[config.mk]
export PLATFORM = sky130hd
export DESIGN_NAME = ptp_system_time_counter_core
export DESIGN_NICKNAME = d
export VERILOG_FILES = /design/src/hdl/ptp_stc_pkg.sv /design/src/hdl/ptp_system_time_counter_core.sv
export VERILOG_INCLUDE_DIRS = /design/src /design/src/hdl
export SDC_FILE = /design/constraint.sdc
export NUM_CORES = 1
export LEC_CHECK = 0
export BUFFER_PORTS_ARGS = -buffer_cell sky130_fd_sc_hd__buf_2
export CORE_MARGIN = 3
export CORE_UTILIZATION = 55
export DETAILED_ROUTE_END_ITERATION = 8
export GPL_TIMING_DRIVEN = 0
export PLACE_DENSITY = 0.74
export SYNTH_ARGS = -nofsm -noshare
export SYNTH_HDL_FRONTEND = slang
export SYNTH_SLANG_ARGS = --single-unit
[constraint.sdc]
create_clock -name clock -period 11.36 [get_ports clock]
set_input_delay 2.84 -clock clock [delete_from_list [all_inputs] [get_ports clock]]
set_output_delay 2.84 -clock clock [all_outputs]
set_load 0.02 [all_outputs]
[src/hdl/assert_macros.svh]
// assertion macros used by ptp_system_time_counter_core
// no dependencies
`ifndef ASSERT_MACROS_SVH
`define ASSERT_MACROS_SVH

// same-cycle implication
`define ASSERT_IMPLIES(label, clk, rst, ante, cons) \
   label: assert property (@(posedge clk) disable iff (rst) (ante) |-> (cons)) \
      else $error("assertion failed: same-cycle implication");

// next-cycle implication
`define ASSERT_NEXT(label, clk, rst, ante, cons) \
   label: assert property (@(posedge clk) disable iff (rst) (ante) |=> (cons)) \
      else $error("assertion failed: next-cycle implication");

`endif

[src/hdl/ptp_stc_pkg.sv]
// types and constants for the ptp system time counter
// no dependencies
`timescale 1ns / 1ps

package ptp_stc_pkg;

   localparam logic [2:0] MODE_TICK   = 3'd0;
   localparam logic [2:0] MODE_START  = 3'd1;
   localparam logic [2:0] MODE_STOP   = 3'd2;
   localparam logic [2:0] MODE_INIT   = 3'd3;
   localparam logic [2:0] MODE_ADD    = 3'd4;
   localparam logic [2:0] MODE_CLEAR  = 3'd5;
   localparam logic [2:0] MODE_STATUS = 3'd6;

   localparam logic [2:0] CSR_SUBSEC_INC  = 3'd0;
   localparam logic [2:0] CSR_FINE_ADDEND = 3'd1;
   localparam logic [2:0] CSR_FINE_ENABLE = 3'd2;
   localparam logic [2:0] CSR_DEC_ROLL    = 3'd3;
   localparam logic [2:0] CSR_TARGET_SEC  = 3'd4;
   localparam logic [2:0] CSR_TARGET_SUB  = 3'd5;
   localparam logic [2:0] CSR_IRQ_ENABLE  = 3'd6;

   localparam int CsrDataWidth = 32;

   localparam logic [32:0] LIMIT_DECIMAL = 33'h0_3b9a_c9ff;
   localparam logic [32:0] LIMIT_BINARY  = 33'h0_7fff_ffff;

   typedef struct packed {
      logic [2:0]  mode;
      logic [31:0] update_seconds;
      logic [31:0] update_subseconds;
   } req_type;

   typedef struct packed {
      logic [31:0] seconds_now;
      logic [31:0] subseconds_now;
      logic        target_reached;
      logic        target_error;
      logic        interrupt_level;
      logic        is_running;
   } rsp_type;

endpackage

[src/hdl/ptp_system_time_counter_core.sv]
// ptp system time counter with fine-correction accumulator and target time
// depends on ptp_stc_pkg and assert_macros.svh
`timescale 1ns / 1ps
//
// usage
// - req channel (valid/ready) carries one command transaction: tick, start,
//   stop, init, add update, clear target or read status, plus update values
// - rsp channel (valid/ready) returns one transaction per command with the
//   time and status flags as they stand after that command
// - csr port writes the configuration registers by index, one per cycle;
//   the user must make writes only while no command is in flight (not enforced)
// - path: an accepted req goes into the input register, then one pass of update
//   logic writes the result register, which drives rsp valid
// - throughput: one transaction per cycle while rsp_ready is high; the state
//   update is a single pass of accumulator add, 33-bit sub-second add and a
//   64-bit target compare between the input register and the result register
// - when rsp_ready is low the result register holds its transaction and the
//   input register holds one more; req_ready falls only when both are full
// - reset clears time, flags, accumulator and all configuration registers;
//   the counter comes up stopped
//
`include "assert_macros.svh"

module ptp_system_time_counter_core
   import ptp_stc_pkg::*;
(
   input  logic                    clock,
   input  logic                    reset,
   input  logic                    req_valid,
   output logic                    req_ready,
   input  req_type                 req_data,
   output logic                    rsp_valid,
   input  logic                    rsp_ready,
   output rsp_type                 rsp_data,
   input  logic                    csr_we,
   input  logic [2:0]              csr_index,
   input  logic [CsrDataWidth-1:0] csr_wdata
);

   // configuration
   logic [30:0] inc_ff;
   logic [31:0] addend_ff;
   logic        fine_en_ff;
   logic        dec_roll_ff;
   logic [31:0] tgt_sec_ff;
   logic [31:0] tgt_sub_ff;
   logic        irq_en_ff;

   // time state
   logic [31:0] sec_ff, sec_in;
   logic [31:0] sub_ff, sub_in;
   logic [31:0] acc_ff, acc_in;
   logic        reached_ff, reached_in;
   logic        error_ff, error_in;
   logic        irq_ff, irq_in;
   logic        run_ff, run_in;

   // pipeline
   logic    s1_valid_ff;
   req_type s1_ff;
   logic    rsp_valid_ff;
   rsp_type rsp_ff, rsp_in;
   logic    out_free;
   logic    fire;

   // datapath
   logic [32:0] acc_sum;
   logic [32:0] sub_sum;
   logic [32:0] limit;
   logic        wrap;
   logic        advance;
   logic [31:0] adv_sec;
   logic [31:0] adv_sub;
   logic        past_now;
   logic        past_adv;
   logic        error_shown;

   function automatic logic at_or_past(input logic [31:0] sec, input logic [31:0] sub,
                                       input logic [31:0] tsec, input logic [31:0] tsub);
      if (sec != tsec) begin
         return sec > tsec;
      end
      return sub >= tsub;
   endfunction

   assign out_free  = !rsp_valid_ff || rsp_ready;
   assign fire      = s1_valid_ff && out_free;
   assign req_ready = !s1_valid_ff || out_free;
   assign rsp_valid = rsp_valid_ff;
   assign rsp_data  = rsp_ff;

   assign acc_sum  = {1'b0, acc_ff} + {1'b0, addend_ff};
   assign sub_sum  = {1'b0, sub_ff} + {2'b00, inc_ff};
   assign limit    = dec_roll_ff ? LIMIT_DECIMAL : LIMIT_BINARY;
   assign wrap     = sub_sum > limit;
   assign adv_sec  = wrap ? sec_ff + 32'd1 : sec_ff;
   assign adv_sub  = wrap ? 32'd0 : sub_sum[31:0];
   assign advance  = run_ff && (!fine_en_ff || acc_sum[32]);
   assign past_now = at_or_past(sec_ff, sub_ff, tgt_sec_ff, tgt_sub_ff);
   assign past_adv = at_or_past(adv_sec, adv_sub, tgt_sec_ff, tgt_sub_ff);

   always_comb begin
      sec_in     = sec_ff;
      sub_in     = sub_ff;
      acc_in     = acc_ff;
      reached_in = reached_ff;
      error_in   = error_ff;
      irq_in     = irq_ff;
      run_in     = run_ff;
      case (s1_ff.mode)
         MODE_TICK: begin
            if (run_ff && fine_en_ff) begin
               acc_in = acc_sum[31:0];
            end
            if (advance) begin
               sec_in = adv_sec;
               sub_in = adv_sub;
               if (past_adv && !reached_ff) begin
                  reached_in = 1'b1;
                  if (irq_en_ff) begin
                     irq_in = 1'b1;
                  end
               end
            end
         end
         MODE_START: begin
            acc_in = '0;
            if (past_now) begin
               error_in = 1'b1;
            end else begin
               run_in = 1'b1;
            end
         end
         MODE_STOP: begin
            run_in = 1'b0;
         end
         MODE_INIT: begin
            sec_in = s1_ff.update_seconds;
            sub_in = s1_ff.update_subseconds;
         end
         MODE_ADD: begin
            sec_in = sec_ff + s1_ff.update_seconds;
            sub_in = sub_ff + s1_ff.update_subseconds;
         end
         MODE_CLEAR: begin
            reached_in = 1'b0;
            irq_in     = 1'b0;
         end
         default: begin
         end
      endcase
      error_shown = error_in;
      if (s1_ff.mode == MODE_STATUS) begin
         error_in = 1'b0;
      end
      rsp_in.seconds_now     = sec_in;
      rsp_in.subseconds_now  = sub_in;
      rsp_in.target_reached  = reached_in;
      rsp_in.target_error    = error_shown;
      rsp_in.interrupt_level = irq_in;
      rsp_in.is_running      = run_in;
   end

   always_ff @(posedge clock) begin
      if (reset) begin
         inc_ff       <= '0;
         addend_ff    <= '0;
         fine_en_ff   <= 1'b0;
         dec_roll_ff  <= 1'b0;
         tgt_sec_ff   <= '0;
         tgt_sub_ff   <= '0;
         irq_en_ff    <= 1'b0;
         sec_ff       <= '0;
         sub_ff       <= '0;
         acc_ff       <= '0;
         reached_ff   <= 1'b0;
         error_ff     <= 1'b0;
         irq_ff       <= 1'b0;
         run_ff       <= 1'b0;
         s1_valid_ff  <= 1'b0;
         rsp_valid_ff <= 1'b0;
      end else begin
         if (csr_we) begin
            case (csr_index)
               CSR_SUBSEC_INC:  inc_ff      <= csr_wdata[30:0];
               CSR_FINE_ADDEND: addend_ff   <= csr_wdata[31:0];
               CSR_FINE_ENABLE: fine_en_ff  <= csr_wdata[0];
               CSR_DEC_ROLL:    dec_roll_ff <= csr_wdata[0];
               CSR_TARGET_SEC:  tgt_sec_ff  <= csr_wdata[31:0];
               CSR_TARGET_SUB:  tgt_sub_ff  <= csr_wdata[31:0];
               CSR_IRQ_ENABLE:  irq_en_ff   <= csr_wdata[0];
               default: begin
               end
            endcase
         end
         if (fire) begin
            sec_ff     <= sec_in;
            sub_ff     <= sub_in;
            acc_ff     <= acc_in;
            reached_ff <= reached_in;
            error_ff   <= error_in;
            irq_ff     <= irq_in;
            run_ff     <= run_in;
         end
         if (req_ready) begin
            s1_valid_ff <= req_valid;
         end
         if (fire) begin
            rsp_valid_ff <= 1'b1;
         end else if (rsp_ready) begin
            rsp_valid_ff <= 1'b0;
         end
      end
   end

   always_ff @(posedge clock) begin
      if (req_ready && req_valid) begin
         s1_ff <= req_data;
      end
      if (fire) begin
         rsp_ff <= rsp_in;
      end
   end

   // interrupt is only raised together with the reached flag
   `ASSERT_IMPLIES(a_irq_needs_reached, clock, reset, irq_ff, reached_ff)
   // a tick while stopped leaves the time alone
   `ASSERT_NEXT(a_stopped_tick_holds, clock, reset, fire && s1_ff.mode == MODE_TICK && !run_ff, $stable(sec_ff) && $stable(sub_ff))
   // a processed command always lands in the result register
   `ASSERT_NEXT(a_fire_gives_rsp, clock, reset, fire, rsp_valid_ff)
   // status read clears the error flag
   `ASSERT_NEXT(a_status_clears_error, clock, reset, fire && s1_ff.mode == MODE_STATUS, !error_ff)

endmodule

==> impl_metrics.sql <==
INSERT INTO impl_metrics (metric_group, metric, value, unit) VALUES
('status', 'status', 'completed', ''),
('clocking', 'cts-buffers-inserted', '41', ''),
('logic_synthesis', 'yosysWarningCount', '0', ''),
('clocking', 'max-clock-path-buffers', '3', ''),
('setup_path', 'rr_worst_depth', '32', ''),
('min_path', 'hold-path-endpoint', 'tgt_sub_ff[26]', ''),
('floorplanning', 'core_area', '0.0459', 'mm^2'),
('setup_path', 'critical_path_arrival', '9.11', 'ns'),
('job', 'cap_viol_max_count', '0', ''),
('global_route', 'grt_remaining_overflow', '0', ''),
('global_route', 'grt_usage', '39.7', '%'),
('timing', 'clock_skew', '0.0253', 'ns'),
('setup_path', 'crit_path_start', 'sub_ff[0]', ''),
('logic_synthesis', 'syn_nets', '3424', ''),
('logic_synthesis', 'synth_async_sr_flop_share', '0', '%'),
('min_path', 'hold_path.class', 'flip-flop to flip-flop', ''),
('setup_path', 'cp_slowest_cell', 'sky130_fd_sc_hd__nor4_1', ''),
('clocking', 'cts.sink_count', '367', ''),
('floorplanning', 'die_w', '223', 'um'),
('logic_synthesis', 'syn_area_per_cell', '8.47', 'um^2'),
('detailed_routing', 'post-route-drc-count', '0', ''),
('placed_design', 'buffer_ports.inserted', '175', ''),
('timing', 'setup-tns-final', '0', 'ns'),
('detailed_routing', 'wl', '102', 'mm'),
('power_and_ir_drop', 'irDropWorstVdd', '0.149', 'mV'),
('logic_synthesis', 'synthDominantCellAreaShare', '18.0', '%'),
('placed_design', 'detailed_place_hpwl', '79.6', 'mm'),
('timing', 'timing.final.hold_violations', '0', ''),
('power_and_ir_drop', 'powerDensity', '125', 'mW/mm^2'),
('logic_synthesis', 'yosysMostFrequentCell', 'sky130_fd_sc_hd__nand2_1', ''),
('layout', 'final_core_utilization', '63.2', '%'),
('floorplanning', 'count_of_boundary_i_o_pins', '177', ''),
('clocking', 'cts_post_setup_buffers_inserted', '0', ''),
('detailed_routing', 'dr_total_vias', '26100', ''),
('layout', 'final_net_count', '3643', ''),
('setup_path', 'rr_endpoint', 'rsp_data[1]', ''),
('timing', 'period_minus_slack', '8.69', 'ns'),
('setup_path', 'critical_path_peak_fanout', '10', ''),
('setup_path', 'slowest_delay', '0.53', 'ns'),
('timing', 'rsz_0062_raised_after_global_routing', 'false', ''),
('layout', 'post_route_cells_drive_above_1_share', '11.2', '%'),
('setup_path', 'setup.worst_path.end_class', 'flip-flop', ''),
('detailed_routing', 'drt_pre_antenna_iters', '8', ''),
('floorplanning', 'standard_cell_row_count', '78', ''),
('floorplanning', 'initial_core_util', '56.3', '%'),
('logic_synthesis', 'yosys-top-cells-area', 'sky130_fd_sc_hd__dfxtp_1 18%, sky130_fd_sc_hd__edfxtp_1 16%, sky130_fd_sc_hd__ha_1 13%, sky130_fd_sc_hd__a21oi_1 7.0%, sky130_fd_sc_hd__nand2_1 6.0%', ''),
('logic_synthesis', 'synth_edf_count', '135', ''),
('clocking', 'clk_latency', '0.59', 'ns'),
('layout', 'finalNonFillerCells', '3901', ''),
('power_and_ir_drop', 'p_leak', '12.0', 'nW'),
('timing', 'slew_violations', '0', ''),
('placed_design', 'gp_routability_congestion', '1.01', ''),
('setup_path', 'worst-r2r-setup-slack', '2.67', 'ns'),
('logic_synthesis', 'dominantRegCellSynth', 'sky130_fd_sc_hd__dfxtp_1', ''),
('timing', 'tightestPinTransition', '1.29', 'ns'),
('global_route', 'grt_antenna_before_repair', '0', ''),
('clocking', 'cts.root.buffer_cell', 'sky130_fd_sc_hd__clkbuf_16', ''),
('detailed_routing', 'dr.first_iter.drc_count', '3073', ''),
('logic_synthesis', 'synth_commonest_cells', '412 x sky130_fd_sc_hd__nand2_1, 360 x sky130_fd_sc_hd__a21oi_1, 264 x sky130_fd_sc_hd__ha_1', ''),
('layout', 'layout.area.seq', '0.00870', 'mm^2'),
('setup_path', 'worst_path_most_repeated_cell', 'sky130_fd_sc_hd__ha_1', ''),
('detailed_routing', 'detail-route-antenna-nets', '0', ''),
('clocking', 'clkSlewWorstSetupHoldPaths', '0.06', 'ns'),
('logic_synthesis', 'synthDominantAreaCellType', 'sky130_fd_sc_hd__dfxtp_1', ''),
('logic_synthesis', 'postSynthRegisterBits', '367', ''),
('timing', 'max_clock_freq', '115', 'MHz'),
('global_route', 'grt_first_pass_wirelength', '151', 'mm'),
('global_route', 'grt_start_max_net_pins', '68', ''),
('clocking', 'post_cts.resized_instances', '0', ''),
('timing', 'slew_headroom', '13.8', '%'),
('logic_synthesis', 'ys_seq_area_share', '33.7', '%');
[layout make-up]
cell class	instances	share of cell area [%]
antenna	1	0.00864
clock buffer	53	4.02
timing repair buffer	176	3.12
multi-input combinational	2413	55.3
buffer	157	2.35
tap	600	2.59
sequential	367	30.0
inverter	112	1.45
clock inverter	22	1.14
[worst max-delay path, delay by kind of cell (launching register included)]
kind | cells | cell delay, ns
simple gates | 12 | 2.96
compound gates | 10 | 2.36
fa+ha+maj | 4 | 1.30
buf+inv | 4 | 1.01
flops | 1 | 0.51
xor+xnor | 2 | 0.39
[per-stage QoR]
| stage | hold WS [ns] | setup WS (ns) | area (um^2) |
|---|---|---|---|
| 3_5_place_dp | 0.447 | 2.97 | 27500 |
| 4_1_cts | 0.455 | 2.91 | 29000 |
| 2_1_floorplan | 0.436 | 4.92 | 25800 |
| 6_report | 0.459 | 2.67 | 29000 |
| 5_1_grt | 0.471 | 2.15 | 29000 |
| 3_3_place_gp | 0.445 | 3.09 | 27400 |
[power by group]
| part | internal, mW | switching [mW] | total [mW] |
|---|---|---|---|
| clock | 0.908 | 0.585 | 1.49 |
| sequential | 1.42 | 0.0515 | 1.47 |
| combinational | 0.226 | 0.432 | 0.658 |
[cells in the final DEF (no fill, tap or decap), types with 9 or more instances in the layout]
cell type / instances
sky130_fd_sc_hd__nand3_1: 60
sky130_fd_sc_hd__clkbuf_16: 43
sky130_fd_sc_hd__ha_1: 264
sky130_fd_sc_hd__o31a_1: 14
sky130_fd_sc_hd__clkbuf_1: 123
sky130_fd_sc_hd__o221ai_1: 13
sky130_fd_sc_hd__o22ai_1: 15
sky130_fd_sc_hd__inv_1: 109
sky130_fd_sc_hd__nand4_1: 42
sky130_fd_sc_hd__o211ai_1: 15
sky130_fd_sc_hd__a31oi_1: 34
sky130_fd_sc_hd__a22oi_1: 43
sky130_fd_sc_hd__or2_2: 19
sky130_fd_sc_hd__o21bai_1: 21
sky130_fd_sc_hd__nor2_1: 179
sky130_fd_sc_hd__dfxtp_1: 232
sky130_fd_sc_hd__buf_2: 193
sky130_fd_sc_hd__o31ai_1: 13
sky130_fd_sc_hd__a21oi_2: 12
sky130_fd_sc_hd__a211o_1: 9
sky130_fd_sc_hd__a21oi_1: 360
sky130_fd_sc_hd__nor3_1: 60
sky130_fd_sc_hd__edfxtp_1: 135
sky130_fd_sc_hd__a211oi_1: 41
sky130_fd_sc_hd__xor2_1: 44
sky130_fd_sc_hd__or3_1: 14
sky130_fd_sc_hd__and2_1: 25
sky130_fd_sc_hd__o21ai_0: 176
sky130_fd_sc_hd__nand2b_1: 28
sky130_fd_sc_hd__a211oi_2: 14
sky130_fd_sc_hd__and3_1: 27
sky130_fd_sc_hd__xnor2_1: 91
sky130_fd_sc_hd__o21a_1: 29
sky130_fd_sc_hd__nor4_1: 14
sky130_fd_sc_hd__a21o_1: 111
sky130_fd_sc_hd__nand2_1: 412
sky130_fd_sc_hd__a311oi_1: 9
sky130_fd_sc_hd__nor2b_1: 22
[cell families (layout without fill, tap and decap cells)]
group	after synthesis	after routing	synth area share (%)
fa+ha+maj	268	268	13.1
flops	367	367	33.7
buf+inv	269	520	4.25
compound gates	1050	1050	26.7
simple gates	950	950	17.3
other cells	1	2	0.0145
xor+xnor	135	135	4.58
mux	9	9	0.363
[metal layers]
metal  GRT usage (%)  vias up  share of wire, %
li1                -    11700                 -
met1            48.5    12300                38
met2            63.1     1607                44
met3            7.99      467                10
met4            27.1        0               8.3
met5               0        -                 0
[sequential cells by signal (all words and copies together) (netlist names), 32 cells and up]
name / count
rsp_data: 68
s1_ff: 67
acc_ff: 32
addend_ff: 32
sec_ff: 32
sub_ff: 32
tgt_sec_ff: 32
tgt_sub_ff: 32
[how the worst max path moves through the flow]
stage | slack, ns | endpoint | depth (start not counted)
6_report | 2.67 | rsp_data[1] | 32
5_1_grt | 2.15 | rsp_data[1] | 33
4_1_cts | 2.91 | rsp_data[1] | 33
3_5_place_dp | 2.97 | rsp_data[1] | 33
3_3_place_gp | 3.09 | rsp_data[1] | 33
2_1_floorplan | 4.92 | rsp_data[1] | 35
No activity file was read; power rests on OpenSTA's default activity.
